<file path="src/sv/piecewise_linear_curve_eval_defines.svh">
// Assertion macros used by the curve evaluator back end
`ifndef PIECEWISE_LINEAR_CURVE_EVAL_DEFINES_SVH
`define PIECEWISE_LINEAR_CURVE_EVAL_DEFINES_SVH

// same-cycle implication, sampled on clk, off while arst_n is low
`define PLCE_ASSERT_IMP(lbl, ante, cons, msg) \
	lbl: assert property (@(posedge clk) disable iff (!arst_n) (ante) |-> (cons)) \
		else $error(msg);

// next-cycle implication, sampled on clk, off while arst_n is low
`define PLCE_ASSERT_NXT(lbl, ante, cons, msg) \
	lbl: assert property (@(posedge clk) disable iff (!arst_n) (ante) |=> (cons)) \
		else $error(msg);

`endif

</file>
<file path="src/sv/plce_pkg.sv">
// Types and constants of the piecewise-linear curve evaluator
package plce_pkg;

	localparam int DATA_W = 32;
	localparam int IDX_W  = 4;
	localparam int CNT_W  = 5;

	localparam logic REQ_LOAD = 1'b0;
	localparam logic REQ_EVAL = 1'b1;

	localparam logic ST_OK    = 1'b0;
	localparam logic ST_EMPTY = 1'b1;

	localparam logic [1:0] OP_LOAD  = 2'd0;
	localparam logic [1:0] OP_SKIP  = 2'd1;
	localparam logic [1:0] OP_EMPTY = 2'd2;
	localparam logic [1:0] OP_EVAL  = 2'd3;

	localparam int Q_DEPTH = 2;
	localparam int Q_PW    = 1;
	localparam int Q_CW    = 2;

	localparam int DIV_STEPS = 32;
	localparam int DSW       = 5;

	typedef struct packed {
		logic [1:0]              op;
		logic [IDX_W-1:0]        idx;
		logic signed [DATA_W-1:0] a;   // point x, or curve input
		logic signed [DATA_W-1:0] b;   // point y
	} cmd_t;

	typedef struct packed {
		logic [DATA_W-1:0] mag;  // |y1 - y0|
		logic [DATA_W-1:0] dv;   // v - x0
		logic [DATA_W-1:0] dx;   // x1 - x0
	} div_req_t;

endpackage

</file>
<file path="src/sv/plce_if.sv">
// Request and response channel interfaces of the curve evaluator
interface plce_req_if;
	import plce_pkg::*;
	logic                     valid;
	logic                     ready;
	logic                     req_type;
	logic [IDX_W-1:0]         point_index;
	logic signed [DATA_W-1:0] point_x;
	logic signed [DATA_W-1:0] point_y;
	logic signed [DATA_W-1:0] var_value;

	modport source (output valid, req_type, point_index, point_x, point_y, var_value,
		input ready);
	modport sink (input valid, req_type, point_index, point_x, point_y, var_value,
		output ready);
endinterface

interface plce_rsp_if;
	import plce_pkg::*;
	logic                     valid;
	logic                     ready;
	logic signed [DATA_W-1:0] curve_result;
	logic                     status;

	modport source (output valid, curve_result, status, input ready);
	modport sink (input valid, curve_result, status, output ready);
endinterface

</file>
<file path="src/sv/plce_front.sv">
// Front end: takes request beats and classifies them into queue commands
module plce_front #(
	parameter int MAX_POINTS = 16
) (
	plce_req_if.sink                 req,
	input  logic [plce_pkg::CNT_W-1:0] point_count,
	input  logic                     full,
	output logic                     push,
	output plce_pkg::cmd_t           cmd
);
	import plce_pkg::*;

	logic idx_ok;

	assign idx_ok    = int'(req.point_index) < MAX_POINTS;
	assign req.ready = !full;
	assign push      = req.valid && !full;

	always_comb begin
		cmd.idx = req.point_index;
		cmd.b   = req.point_y;
		if (req.req_type == REQ_LOAD) begin
			cmd.op = idx_ok ? OP_LOAD : OP_SKIP;
			cmd.a  = req.point_x;
		end else begin
			// a zero count stays zero after clamping, so test it raw
			cmd.op = (point_count == '0) ? OP_EMPTY : OP_EVAL;
			cmd.a  = req.var_value;
		end
	end

endmodule

</file>
<file path="src/sv/plce_queue.sv">
// Two-entry command queue between the front end and the evaluation engine
module plce_queue (
	input  logic           clk,
	input  logic           arst_n,
	input  logic           push,
	input  plce_pkg::cmd_t wdata,
	output logic           full,
	output logic           valid,
	output plce_pkg::cmd_t rdata,
	input  logic           pop
);
	import plce_pkg::*;

	cmd_t            mem_q [Q_DEPTH];
	logic [Q_PW-1:0] wr_ptr_q;
	logic [Q_PW-1:0] rd_ptr_q;
	logic [Q_CW-1:0] cnt_q;

	assign full  = cnt_q == Q_CW'(Q_DEPTH);
	assign valid = cnt_q != '0;
	assign rdata = mem_q[rd_ptr_q];

	always_ff @(posedge clk or negedge arst_n) begin
		if (!arst_n) begin
			wr_ptr_q <= '0;
			rd_ptr_q <= '0;
			cnt_q    <= '0;
		end else begin
			if (push) begin
				wr_ptr_q <= wr_ptr_q + Q_PW'(1);
			end
			if (pop) begin
				rd_ptr_q <= rd_ptr_q + Q_PW'(1);
			end
			if (push && !pop) begin
				cnt_q <= cnt_q + Q_CW'(1);
			end else if (pop && !push) begin
				cnt_q <= cnt_q - Q_CW'(1);
			end
		end
	end

	always_ff @(posedge clk) begin
		if (push) begin
			mem_q[wr_ptr_q] <= wdata;
		end
	end

endmodule

</file>
<file path="src/sv/plce_div.sv">
// Interpolation unit: one 32x32 multiply, then a bit-serial 64/32 divide
module plce_div (
	input  logic                       clk,
	input  logic                       arst_n,
	input  logic                       start,
	input  plce_pkg::div_req_t         req,
	output logic                       busy,
	output logic                       done,
	output logic [plce_pkg::DATA_W-1:0] quo
);
	import plce_pkg::*;

	localparam logic [1:0] D_IDLE = 2'd0;
	localparam logic [1:0] D_MUL  = 2'd1;
	localparam logic [1:0] D_RUN  = 2'd2;

	logic [1:0]        state_q;
	logic [DSW-1:0]    cnt_q;
	logic              done_q;
	logic [DATA_W-1:0] mag_q;
	logic [DATA_W-1:0] dv_q;
	logic [DATA_W-1:0] dx_q;
	logic [DATA_W-1:0] rem_q;
	logic [DATA_W-1:0] lo_q;
	logic [DATA_W:0]   shifted;
	logic [DATA_W+1:0] diff;
	logic              ge;

	assign busy = state_q != D_IDLE;
	assign done = done_q;
	assign quo  = lo_q;

	// the quotient is known to fit 32 bits, so the high product half is already
	// below the divisor and only the low half needs stepping through
	assign shifted = {rem_q, lo_q[DATA_W-1]};
	assign diff    = {1'b0, shifted} - {2'b00, dx_q};
	assign ge      = !diff[DATA_W+1];

	always_ff @(posedge clk or negedge arst_n) begin
		if (!arst_n) begin
			state_q <= D_IDLE;
			cnt_q   <= '0;
			done_q  <= 1'b0;
		end else begin
			done_q <= 1'b0;
			case (state_q)
				D_IDLE: begin
					if (start) begin
						state_q <= D_MUL;
					end
				end
				D_MUL: begin
					cnt_q   <= '0;
					state_q <= D_RUN;
				end
				D_RUN: begin
					cnt_q <= cnt_q + DSW'(1);
					if (cnt_q == DSW'(DIV_STEPS - 1)) begin
						done_q  <= 1'b1;
						state_q <= D_IDLE;
					end
				end
				default: begin
					state_q <= D_IDLE;
				end
			endcase
		end
	end

	always_ff @(posedge clk) begin
		if (state_q == D_IDLE && start) begin
			mag_q <= req.mag;
			dv_q  <= req.dv;
			dx_q  <= req.dx;
		end
		if (state_q == D_MUL) begin
			{rem_q, lo_q} <= (2*DATA_W)'(mag_q) * (2*DATA_W)'(dv_q);
		end else if (state_q == D_RUN) begin
			rem_q <= ge ? diff[DATA_W-1:0] : shifted[DATA_W-1:0];
			lo_q  <= {lo_q[DATA_W-2:0], ge};
		end
	end

endmodule

</file>
<file path="src/sv/plce_back.sv">
// Evaluation engine: point table, segment search, interpolation and result register
`include "piecewise_linear_curve_eval_defines.svh"

module plce_back #(
	parameter int MAX_POINTS = 16
) (
	input  logic                       clk,
	input  logic                       arst_n,
	input  logic [plce_pkg::CNT_W-1:0] point_count,
	input  logic                       cmd_valid,
	input  plce_pkg::cmd_t             cmd,
	output logic                       cmd_pop,
	plce_rsp_if.source                 rsp
);
	import plce_pkg::*;

	localparam int AW = (MAX_POINTS > 1) ? $clog2(MAX_POINTS) : 1;
	localparam int CW = $clog2(MAX_POINTS + 1);
	localparam int EW = (CW > CNT_W) ? CW : CNT_W;

	localparam logic [2:0] S_IDLE  = 3'd0;
	localparam logic [2:0] S_LAST  = 3'd1;
	localparam logic [2:0] S_FIRST = 3'd2;
	localparam logic [2:0] S_SCAN  = 3'd3;
	localparam logic [2:0] S_DIV   = 3'd4;
	localparam logic [2:0] S_OUT   = 3'd5;

	logic signed [DATA_W-1:0] x_mem [MAX_POINTS];
	logic signed [DATA_W-1:0] y_mem [MAX_POINTS];
	logic signed [DATA_W-1:0] rd_x_q;
	logic signed [DATA_W-1:0] rd_y_q;
	logic [AW-1:0]            rd_addr;
	logic                     wr_en;

	logic [2:0]               state_q;
	logic [2:0]               state_d;
	logic signed [DATA_W-1:0] v_q;
	logic [AW-1:0]            last_idx_q;
	logic [AW-1:0]            cur_idx_q;
	logic signed [DATA_W-1:0] last_x_q;
	logic signed [DATA_W-1:0] last_y_q;
	logic signed [DATA_W-1:0] prev_x_q;
	logic signed [DATA_W-1:0] prev_y_q;
	logic                     neg_q;
	logic signed [DATA_W-1:0] res_q;
	logic                     stat_q;

	logic                     out_valid_q;
	logic signed [DATA_W-1:0] out_result_q;
	logic                     out_status_q;
	logic                     out_load;

	logic [EW-1:0]            pc_ext;
	logic [CW-1:0]            n_cnt;
	logic [AW-1:0]            last_idx;
	logic                     bracket;
	logic signed [DATA_W:0]   dx;
	logic signed [DATA_W:0]   dv;
	logic signed [DATA_W:0]   dy;
	logic [DATA_W:0]          dy_neg;
	logic                     dx_zero;
	logic signed [DATA_W+1:0] sum;
	logic signed [DATA_W-1:0] sum_sat;

	div_req_t                 div_req;
	logic                     div_start;
	logic                     div_busy;
	logic                     div_done;
	logic [DATA_W-1:0]        div_quo;

	plce_div u_div (
		.clk    (clk),
		.arst_n (arst_n),
		.start  (div_start),
		.req    (div_req),
		.busy   (div_busy),
		.done   (div_done),
		.quo    (div_quo)
	);

	// clamp the count to the table size
	assign pc_ext   = EW'(point_count);
	assign n_cnt    = (pc_ext > EW'(MAX_POINTS)) ? CW'(MAX_POINTS) : CW'(pc_ext);
	assign last_idx = AW'(n_cnt - CW'(1));

	// segment from the held point to the entry just read
	assign bracket = (v_q >= prev_x_q) && (v_q <= rd_x_q);
	assign dx      = {rd_x_q[DATA_W-1], rd_x_q} - {prev_x_q[DATA_W-1], prev_x_q};
	assign dv      = {v_q[DATA_W-1], v_q} - {prev_x_q[DATA_W-1], prev_x_q};
	assign dy      = {rd_y_q[DATA_W-1], rd_y_q} - {prev_y_q[DATA_W-1], prev_y_q};
	assign dy_neg  = -dy;
	assign dx_zero = dx == '0;

	assign div_req.mag = dy[DATA_W] ? dy_neg[DATA_W-1:0] : dy[DATA_W-1:0];
	assign div_req.dv  = dv[DATA_W-1:0];
	assign div_req.dx  = dx[DATA_W-1:0];

	// apply the sign of the rise and saturate to 32 bits
	always_comb begin
		if (neg_q) begin
			sum = (DATA_W+2)'(prev_y_q) - $signed({2'b00, div_quo});
		end else begin
			sum = (DATA_W+2)'(prev_y_q) + $signed({2'b00, div_quo});
		end
		if (!sum[DATA_W+1] && sum[DATA_W:DATA_W-1] != 2'b00) begin
			sum_sat = {1'b0, {(DATA_W-1){1'b1}}};
		end else if (sum[DATA_W+1] && sum[DATA_W:DATA_W-1] != 2'b11) begin
			sum_sat = {1'b1, {(DATA_W-1){1'b0}}};
		end else begin
			sum_sat = sum[DATA_W-1:0];
		end
	end

	always_comb begin
		state_d   = state_q;
		cmd_pop   = 1'b0;
		wr_en     = 1'b0;
		div_start = 1'b0;
		rd_addr   = cur_idx_q + AW'(1);
		case (state_q)
			S_IDLE: begin
				rd_addr = last_idx;
				if (cmd_valid) begin
					cmd_pop = 1'b1;
					wr_en   = cmd.op == OP_LOAD;
					state_d = (cmd.op == OP_EVAL) ? S_LAST : S_OUT;
				end
			end
			S_LAST: begin
				rd_addr = '0;
				state_d = S_FIRST;
			end
			S_FIRST: begin
				rd_addr = AW'(1);
				if (v_q <= rd_x_q || v_q >= last_x_q) begin
					state_d = S_OUT;
				end else begin
					state_d = S_SCAN;
				end
			end
			S_SCAN: begin
				if (bracket && !dx_zero) begin
					div_start = 1'b1;
					state_d   = S_DIV;
				end else if (bracket || cur_idx_q == last_idx_q) begin
					state_d = S_OUT;
				end
			end
			S_DIV: begin
				if (div_done) begin
					state_d = S_OUT;
				end
			end
			S_OUT: begin
				if (!out_valid_q || rsp.ready) begin
					state_d = S_IDLE;
				end
			end
			default: begin
				state_d = S_IDLE;
			end
		endcase
	end

	assign out_load = (state_q == S_OUT) && (!out_valid_q || rsp.ready);

	always_ff @(posedge clk or negedge arst_n) begin
		if (!arst_n) begin
			state_q     <= S_IDLE;
			out_valid_q <= 1'b0;
		end else begin
			state_q <= state_d;
			if (out_load) begin
				out_valid_q <= 1'b1;
			end else if (rsp.ready) begin
				out_valid_q <= 1'b0;
			end
		end
	end

	always_ff @(posedge clk) begin
		if (wr_en) begin
			x_mem[AW'(cmd.idx)] <= cmd.a;
			y_mem[AW'(cmd.idx)] <= cmd.b;
		end
		rd_x_q <= x_mem[rd_addr];
		rd_y_q <= y_mem[rd_addr];
	end

	always_ff @(posedge clk) begin
		case (state_q)
			S_IDLE: begin
				res_q      <= '0;
				stat_q     <= (cmd.op == OP_EMPTY) ? ST_EMPTY : ST_OK;
				v_q        <= cmd.a;
				last_idx_q <= last_idx;
			end
			S_LAST: begin
				last_x_q <= rd_x_q;
				last_y_q <= rd_y_q;
			end
			S_FIRST: begin
				res_q     <= (v_q <= rd_x_q) ? rd_y_q : last_y_q;
				prev_x_q  <= rd_x_q;
				prev_y_q  <= rd_y_q;
				cur_idx_q <= AW'(1);
			end
			S_SCAN: begin
				// hold the segment start while the divide runs
				if (bracket) begin
					res_q <= prev_y_q;
					neg_q <= dy[DATA_W];
				end else if (cur_idx_q == last_idx_q) begin
					res_q <= prev_y_q;
				end else begin
					prev_x_q  <= rd_x_q;
					prev_y_q  <= rd_y_q;
					cur_idx_q <= cur_idx_q + AW'(1);
				end
			end
			S_DIV: begin
				if (div_done) begin
					res_q <= sum_sat;
				end
			end
			default: begin
			end
		endcase
		if (out_load) begin
			out_result_q <= res_q;
			out_status_q <= stat_q;
		end
	end

	assign rsp.valid        = out_valid_q;
	assign rsp.curve_result = out_result_q;
	assign rsp.status       = out_status_q;

	`PLCE_ASSERT_IMP(a_empty_zero, out_valid_q && out_status_q == ST_EMPTY, out_result_q == '0, "empty-table beat carries a nonzero result")
	`PLCE_ASSERT_IMP(a_done_in_div, div_done, state_q == S_DIV, "divider finished while engine not waiting")
	`PLCE_ASSERT_NXT(a_start_busy, div_start, state_q == S_DIV && div_busy, "divider did not take the start")
	`PLCE_ASSERT_IMP(a_scan_bound, state_q == S_SCAN, cur_idx_q <= last_idx_q, "segment search ran past the last point")

endmodule

</file>
<file path="src/sv/piecewise_linear_curve_eval.sv">
// Piecewise-linear curve evaluator: top level
//
// Request channel (req): each beat is either a load (req_type 0) that writes
// point_x/point_y into table entry point_index, or an evaluation (req_type 1)
// of the curve at var_value. Every request beat gives exactly one response
// beat on rsp, in order: curve_result and status (1 for an evaluation with
// an empty table). Loads answer with zero. point_count must be written through
// cfg_we/cfg_wdata only while the block is idle; the block does not enforce it.
// Steps per evaluation: the engine reads the last and the first table entry and
// goes straight to the response for a value clamped to an end point; else it
// searches the table, one table entry per cycle, and a segment of nonzero width
// is then interpolated by the divider: a multiply, then one quotient bit per
// cycle, 32 bits in all. Loads and empty-table evaluations go straight to the
// response register.
// Items are worked one at a time, a new one after the last is registered; a
// two-entry queue in front keeps req ready while an item is in work, until it
// fills; the response register holds a beat while rsp stalls, holding the engine.
// Reset clears point_count, the queue and the response valid; table contents
// are undefined until loaded and need no clearing.
module piecewise_linear_curve_eval #(
	parameter int MAX_POINTS = 16
) (
	input  logic                       clk,
	input  logic                       arst_n,
	plce_req_if.sink                   req,
	plce_rsp_if.source                 rsp,
	input  logic                       cfg_we,
	input  logic [plce_pkg::CNT_W-1:0] cfg_wdata
);
	import plce_pkg::*;

	logic [CNT_W-1:0] point_count_q;
	logic             q_push;
	logic             q_full;
	logic             q_valid;
	logic             q_pop;
	cmd_t             q_wdata;
	cmd_t             q_rdata;

	always_ff @(posedge clk or negedge arst_n) begin
		if (!arst_n) begin
			point_count_q <= '0;
		end else if (cfg_we) begin
			point_count_q <= cfg_wdata;
		end
	end

	plce_front #(
		.MAX_POINTS (MAX_POINTS)
	) u_front (
		.req         (req),
		.point_count (point_count_q),
		.full        (q_full),
		.push        (q_push),
		.cmd         (q_wdata)
	);

	plce_queue u_queue (
		.clk    (clk),
		.arst_n (arst_n),
		.push   (q_push),
		.wdata  (q_wdata),
		.full   (q_full),
		.valid  (q_valid),
		.rdata  (q_rdata),
		.pop    (q_pop)
	);

	plce_back #(
		.MAX_POINTS (MAX_POINTS)
	) u_back (
		.clk         (clk),
		.arst_n      (arst_n),
		.point_count (point_count_q),
		.cmd_valid   (q_valid),
		.cmd         (q_rdata),
		.cmd_pop     (q_pop),
		.rsp         (rsp)
	);

endmodule

</file>
<file path="src/flat_wrapper.sv">
// flat-port wrapper written by rule: the top's interface ports become plain ports
module piecewise_linear_curve_eval_flat import plce_pkg::*;
#(
	parameter int MAX_POINTS = 16
)
  (clk, arst_n, cfg_we, cfg_wdata, req_valid, req_req_type, req_point_index, req_point_x, req_point_y, req_var_value, req_ready, rsp_valid, rsp_curve_result, rsp_status, rsp_ready);
  plce_req_if req_i ();
  plce_rsp_if rsp_i ();
  input  logic clk;
  input  logic arst_n;
  input  logic cfg_we;
  input  logic [plce_pkg::CNT_W-1:0] cfg_wdata;
  input wire logic [$bits(req_i.valid)-1:0] req_valid;
  input wire logic [$bits(req_i.req_type)-1:0] req_req_type;
  input wire logic [$bits(req_i.point_index)-1:0] req_point_index;
  input wire logic [$bits(req_i.point_x)-1:0] req_point_x;
  input wire logic [$bits(req_i.point_y)-1:0] req_point_y;
  input wire logic [$bits(req_i.var_value)-1:0] req_var_value;
  output wire logic [$bits(req_i.ready)-1:0] req_ready;
  output wire logic [$bits(rsp_i.valid)-1:0] rsp_valid;
  output wire logic [$bits(rsp_i.curve_result)-1:0] rsp_curve_result;
  output wire logic [$bits(rsp_i.status)-1:0] rsp_status;
  input wire logic [$bits(rsp_i.ready)-1:0] rsp_ready;
  assign req_i.valid = req_valid;
  assign req_i.req_type = req_req_type;
  assign req_i.point_index = req_point_index;
  assign req_i.point_x = req_point_x;
  assign req_i.point_y = req_point_y;
  assign req_i.var_value = req_var_value;
  assign req_ready = req_i.ready;
  assign rsp_valid = rsp_i.valid;
  assign rsp_curve_result = rsp_i.curve_result;
  assign rsp_status = rsp_i.status;
  assign rsp_i.ready = rsp_ready;
  piecewise_linear_curve_eval #(.MAX_POINTS(MAX_POINTS)) u_core (.clk(clk), .arst_n(arst_n), .req(req_i), .rsp(rsp_i), .cfg_we(cfg_we), .cfg_wdata(cfg_wdata));
endmodule
</file>
<file path="config.mk">
export PLATFORM = sky130hd
export DESIGN_NAME = piecewise_linear_curve_eval_flat
export DESIGN_NICKNAME = d
export VERILOG_FILES = /design/src/sv/plce_pkg.sv /design/src/sv/plce_if.sv /design/src/sv/plce_front.sv /design/src/sv/plce_queue.sv /design/src/sv/plce_div.sv /design/src/sv/plce_back.sv /design/src/sv/piecewise_linear_curve_eval.sv /design/src/flat_wrapper.sv
export VERILOG_INCLUDE_DIRS = /design/src /design/src/sv
export SDC_FILE = /design/constraint.sdc
export NUM_CORES = 2
export LEC_CHECK = 0
export BUFFER_PORTS_ARGS = -buffer_cell sky130_fd_sc_hd__buf_2
export CAP_MARGIN = 20
export CORE_AREA = 2 2 409 411
export CTS_BUF_LIST = sky130_fd_sc_hd__clkbuf_16
export CTS_CLUSTER_SIZE = 30
export DETAILED_ROUTE_END_ITERATION = 6
export DIE_AREA = 0 0 411 413
export GPL_TIMING_DRIVEN = 1
export PLACE_DENSITY = 0.94
export SLEW_MARGIN = 20
export SYNTH_ARGS = -nofsm -noshare
export SYNTH_HDL_FRONTEND = slang
export SYNTH_SLANG_ARGS = --single-unit
export TNS_END_PERCENT = 30
</file>
<file path="constraint.sdc">
create_clock -name clk -period 26.7 [get_ports clk]
set_input_delay 4.005 -clock clk [delete_from_list [all_inputs] [get_ports clk]]
set_output_delay 4.005 -clock clk [all_outputs]
set_load 0.02 [all_outputs]
</file>
# After elaboration in Yosys (flattened, before gate mapping)
# Memory sizes are Yosys's and may differ from the RTL's. A register that Yosys moved wholly into a read port is not among the register bits.
# Index checks and enable logic that the tools add are counted.
[classes]
n_mul = 1
n_reduce_logical = 36
muxes = 57
n_eq_ne = 22
addsub = 14
order_cmp = 4
[ops]
columns = ["op", "count"]
rows = [
  ["two-way mux 32 bit", 17],
  ["one-hot mux 32 bit (2 select lines)", 2],
  ["one-hot mux 32 bit (4 select lines)", 1],
  ["subtractor 32 x 32 -> 33 bit", 2],
  ["greater-or-equal comparator 32 bit", 2],
  ["multiplier 32 x 32 -> 64 bit", 1],
  ["adder 32 x 33 -> 34 bit", 1],
  ["two-way mux 34 bit", 1],
  ["subtractor 32 x 33 -> 34 bit", 1],
  ["subtractor 33 x 32 -> 34 bit", 1],
  ["logical NOT 33 bit", 1],
  ["less-or-equal comparator 32 bit", 1],
  ["negation 32 bit", 1],
  ["subtractor 32 bit", 1],
  ["two-way mux 3 bit", 7],
  ["one-hot mux 3 bit (6 select lines)", 1],
  ["two-way mux 1 bit", 16],
  ["two-way mux 4 bit", 3],
  ["one-hot mux 4 bit (3 select lines)", 1],
  ["nonzero test 2 bit", 6],
  ["two-way mux 2 bit", 5],
  ["one-hot mux 5 bit (2 select lines)", 1],
  ["logical AND 1 bit", 9],
  ["equality test 2 bit, second input constant", 4],
  ["other kinds (27)", 48],
]
[totals]
reg_bits = 416
elab_cells = 163
input_bits = 111
ramBits = 1164
output_inout_bits = 35
n_memories = 3
[mem_list]
columns = ["name", "words", "word_bits", "rd", "rd_ports_with_merged_regs", "write_ports", "line_no", "text"]
rows = [
  ["u_core.u_back.x_mem", 16, 32, 1, 1, 1, "plce_back.sv:28", "logic signed [DATA_W-1:0] x_mem [MAX_POINTS];"],
  ["u_core.u_back.y_mem", 16, 32, 1, 1, 1, "plce_back.sv:29", "logic signed [DATA_W-1:0] y_mem [MAX_POINTS];"],
  ["u_core.u_queue.mem_q", 2, 70, 1, 0, 1, "plce_queue.sv:14", "cmd_t mem_q [Q_DEPTH];"],
]

# Logic depth before layout (Yosys ltp)
[logic_depth]
ltp_word = 8
mapped_depth = 31
mapped_depth_nobuf = 29

# Cells and area by module
# From an unflattened synthesis, not the netlist that was laid out.
[hier_totals]
cells_unflattened = 8269
area_unflattened_um2 = 106245.6
[by_module_without_submodules]
columns = ["mod", "cells_each", "seq_area_each_um2", "n_inst", "area_per_inst_um2"]
rows = [
  ["plce_back", 3677, 39187.6, 1, 58602.5],
  ["plce_div", 4271, 5004.8, 1, 41179.5],
  ["plce_queue", 234, 4304.1, 1, 5591.6],
  ["plce_front", 77, 0.0, 1, 690.7],
  ["piecewise_linear_curve_eval", 10, 125.1, 1, 181.4],
]

# Worst setup path before layout
# No wires, ideal clock.
[synth_timing]
path_kind = "reg-to-reg"
startpoint = "register u_core.u_back.rd_x_q[0] (read register of u_core.u_back.x_mem)"
endpoint = "register u_core.u_back.u_div.dv_q[0] (enable)"
required_ps = 26012
path_stages_with_launch = 14
setup_time_ps = 688
n_path_buf = 0
t_arrival_ps = 9755
synth_period_minus_slack_ps = 10442
path_slack_ps = 16258
path_cell_list = "dfxtp_1 inv_1 ha_1 fa_1 nand2b_1 a211oi_1 o211ai_1 a41oi_1 nor2_1 o31ai_1 xor2_1 nand4bb_2 nor4b_4 nor3b_1"
[synth_rtl]
columns = ["item", "line_no", "text"]
rows = [
  ["from (decl)", "plce_back.sv:30", "logic signed [DATA_W-1:0] rd_x_q;"],
  ["to (signal assigned)", "plce_div.sv:73", "dv_q <= req.dv;"],
  ["to (decl)", "plce_div.sv:21", "logic [DATA_W-1:0] dv_q;"],
]

# Worst setup path after layout
[layout_timing]
startpoint = "register u_core.u_back.u_div.dv_q[7]"
endpoint = "register u_core.u_back.u_div.rem_q[16], data pin"
[layout_via]
elab_chain_cells = 2
[layout_rtl]
columns = ["item", "line_no", "text"]
rows = [
  ["multiplier 32 x 32 -> 64 bit", "plce_div.sv:77", "{rem_q, lo_q} <= (2*DATA_W)'(mag_q) * (2*DATA_W)'(dv_q);"],
  ["two-way mux 32 bit", "plce_div.sv:76", "if (state_q == D_MUL) begin"],
  ["to (signal assigned)", "plce_div.sv:77", ""],
  ["to (signal assigned)", "plce_div.sv:79", "rem_q <= ge ? diff[DATA_W-1:0] : shifted[DATA_W-1:0];"],
  ["to (decl)", "plce_div.sv:23", "logic [DATA_W-1:0] rem_q;"],
]
# Every way passes these cells.
# A chain may end at the register's enable or synchronous reset.

==> reports/metrics.csv <==
metric,value,unit
status,"complete, but fails checks",
failing checks,DRC,
Syn Inst Count,9634,
max-cap violations,0,
Post-DRT Antenna Nets,0,
Simple-Gate Fraction of Synth Area,14.2,%
min-delay worst type,flop to flop,
die area,170000,µm²
Starting Density,64.6,%
CTS Buffer Depth,3,
Reg-to-Reg Start,u_core.u_back.u_div.dv_q[7]$_DFFE_PP_,
"Clk Latency, worst-skew pair",0.82,ns
post-synth net total,11100,
Reg2Reg Setup Slack,17.19,ns
Synth Area in Adders,22.7,%
Mean Syn Cell Area,11.1,µm²
global-route wire length before repair,457,mm
"most used cell, CP",fa_1,
CTS H-tree depth,4,
Detailed Place HPWL,193,mm
Die X,411,µm
initial antenna violation count,10,
M1 WL,101,mm
drt pass-1 iters,7,
max layer used,met5,
Synth Register Bits,1644,
synth warn,0,
Final setup viols,0,
CP max stage delay,1.15,ns
RSZ-0062 raised after global routing,no,
number of fill cells,10400,
FP Rows,150,
"Distinct cells, synth",104,
Post-synth EDFFs,1559,
cts hold-fix bufs,0,
predominant post-synthesis flop cell,edfxtp_1,
metal2 WL,141,mm
Slew Limit Fails,0,
"wirelength, routed",299,mm
async set-reset flop share out of synthesis,1.28,%
CTS tree,yes,
Post-CTS Setup Repair Bufs,0,
Worst-Margin Slew,1.24,ns
layout cell share with drive strength beyond 1,7.15,%
Fin Setup TNS,0,ns
vias,78200,
post-synthesis cell area,107000,µm²
Residual DRC,15,
synth top area cells,"edfxtp_1 (44%), fa_1 (17%), nand2_1 (5.9%)",
starting DRC count in detailed routing,12000,
Critical Path AT,10.05,ns
CTS clock-pin slew for the worst setup and hold paths,0.07,ns
Buffers on Ports,145,
Synth Area in XOR/XNOR,2.09,%
fin crit share,35.6,%
Layout area overhead,7.49,%
multiplexer area fraction after synthesis,1.72,%
number of global-route vias before repair,80800,
max_slew headroom,17.6,%
"top cells by count, synth","nand2_1 (1,686), edfxtp_1 (1,559), inv_1 (1,132)",
largest net degree at the start of global routing,213,
Worst Hold Depth,0,
dominant cell type by area after synthesis,edfxtp_1,
largest family of logic cells by synthesized area,adder cells,
CP required,27.24,ns
wire per inst,25.2,µm
CTS buffer count,150,
critical path peak fanout,32,
Layout Skew,0.0476,ns
critical path type,flop to flop,
met3 WL,40.3,mm
hold path endpoint,u_core.u_back.rsp.curve_result[18]$_DFFE_PP_,
Sink Count,1644,
IO Pins,146,
GPL Wtd Cong,0.978,
Nets,11000,
total grt overflow,0,
most frequent cell after synthesis,nand2_1,
PostCTS Resize Cnt,0,
vias per cell,6.59,
worst hold start,u_core.u_back.res_q[18]$_DFFE_PP_,
minimum clock period,9.51,ns
Worst R2R Path Depth,26,
f_max,105,MHz
Final Hold Vio Count,0,
worst r2r dst,u_core.u_back.u_div.rem_q[16]$_DFFE_PP_,
total track usage,35.0,%
Synth top area share,43.7,%
CP endpoint kind,flop,
Compound-Gate Fraction of Synth Area,8.13,%
"Seq/Total Area, Yosys",45.4,%
chip height,413,µm
CTS root buf,clkbuf_16,
core outline area,166000,µm²
crit path launch type,flop,
CP max-delay cell,edfxtp_1,
-- critical path, delay by kind of cell, from the launching register on --
kind	cells	cell delay (ns)
AOI/OAI and AO/OA	4	1.51
xor gates and xnor gates	1	0.14
adders and majority gates	9	4.46
buffers and inverters	6	0.53
DFF	1	1.15
and+or+nand+nor	6	1.41
-- metrics by stage --
stage | hold slack [ns] | cells | area, µm² | worst slack, ns | utilization, %
5_1_grt | 0.430 | 11900 | 115000 | 16.97 | 69.4
2_1_floorplan | 0.400 | 9634 | 107000 | 16.26 | -
4_1_cts | 0.416 | 11800 | 115000 | 17.18 | 69.2
3_5_place_dp | 0.405 | 11600 | 110000 | 17.26 | 66.2
3_3_place_gp | 0.403 | 11600 | 110000 | 17.23 | 66.1
6_report | 0.423 | 11900 | 115000 | 17.19 | 69.4
-- worst max-delay path by stage --
stage                                                 start                                       to  slack, ns  cells past startpoint
global route          u_core.u_back.u_div.dv_q[6]$_DFFE_PP_  u_core.u_back.u_div.rem_q[16]$_DFFE_PP_      16.97                     25
CTS                  u_core.u_back.u_div.dv_q[11]$_DFFE_PP_  u_core.u_back.u_div.rem_q[16]$_DFFE_PP_      17.18                     24
floorplan                   u_core.u_back.rd_x_q[0]$_DFF_P_    u_core.u_back.u_div.dv_q[0]$_DFFE_PP_      16.26                     13
detailed placement  u_core.u_back.u_div.mag_q[11]$_DFFE_PP_  u_core.u_back.u_div.rem_q[16]$_DFFE_PP_      17.26                     24
global placement      u_core.u_back.u_div.dv_q[8]$_DFFE_PP_  u_core.u_back.u_div.rem_q[16]$_DFFE_PP_      17.23                     25
finish                u_core.u_back.u_div.dv_q[7]$_DFFE_PP_  u_core.u_back.u_div.rem_q[16]$_DFFE_PP_      17.19                     26
-- routing by layer --
layer,GRT usage [%],vias up
met5,0,-
met4,17.8,10
met3,9.20,1464
met2,56.9,6639
met1,43.5,37600
li1,-,32500
-- kinds of logic (layout without fill, tap and decap cells) --
| kind of cell | count (synthesis) | in the layout |
|---|---|---|
| simple gates | 3239 | 3239 |
| buf+inv | 1647 | 1671 |
| flops | 1644 | 1644 |
| fa+ha+maj | 1399 | 1399 |
| compound gates | 1281 | 1281 |
| xor+xnor | 256 | 256 |
| mux | 168 | 168 |
| other cells | 0 | 2 |
-- state kept, by name, summed over array words and instances, names as in the netlist, 5 cells and up --
| name | count |
|---|---|
| u_core.point_count_q | 5 |
| u_core.u_back.last_x_q | 32 |
| u_core.u_back.last_y_q | 32 |
| u_core.u_back.prev_x_q | 32 |
| u_core.u_back.prev_y_q | 32 |
| u_core.u_back.rd_x_q | 32 |
| u_core.u_back.rd_y_q | 32 |
| u_core.u_back.res_q | 32 |
| u_core.u_back.rsp.curve_result | 32 |
| u_core.u_back.u_div.cnt_q | 5 |
| u_core.u_back.u_div.dv_q | 32 |
| u_core.u_back.u_div.dx_q | 32 |
| u_core.u_back.u_div.mag_q | 32 |
| u_core.u_back.u_div.quo | 32 |
| u_core.u_back.u_div.rem_q | 32 |
| u_core.u_back.v_q | 32 |
| u_core.u_back.x_mem | 512 |
| u_core.u_back.y_mem | 512 |
| u_core.u_queue.mem_q | 140 |
-- cell usage in the layout, fill, tap and decap left out, drive strengths merged, types with 125 or more instances in the layout --
master / count
nand2: 1688
edfxtp: 1559
fa: 901
mux2: 125
xnor2: 180
a21oi: 352
nor2: 213
inv: 1171
a311oi: 198
ha: 498
o21ai: 178
and2: 587
clkbuf: 151
nand3: 319
buf: 268
and3: 149
-- cell type report --
type / instances / area, µm² / area share (%)
inverter: 1132 / 4250 / 3.69
tap: 2204 / 2760 / 2.40
multi-input combinational: 6343 / 52500 / 45.6
clock buffer: 151 / 3780 / 3.28
timing repair buffer: 268 / 2000 / 1.74
clock inverter: 120 / 1170 / 1.02
antenna: 2 / 5.00 / 0.00435
sequential: 1644 / 48600 / 42.2
Power is not shown: default switching activity piles up to over one toggle a cycle in this logic, so the estimate is an artifact.
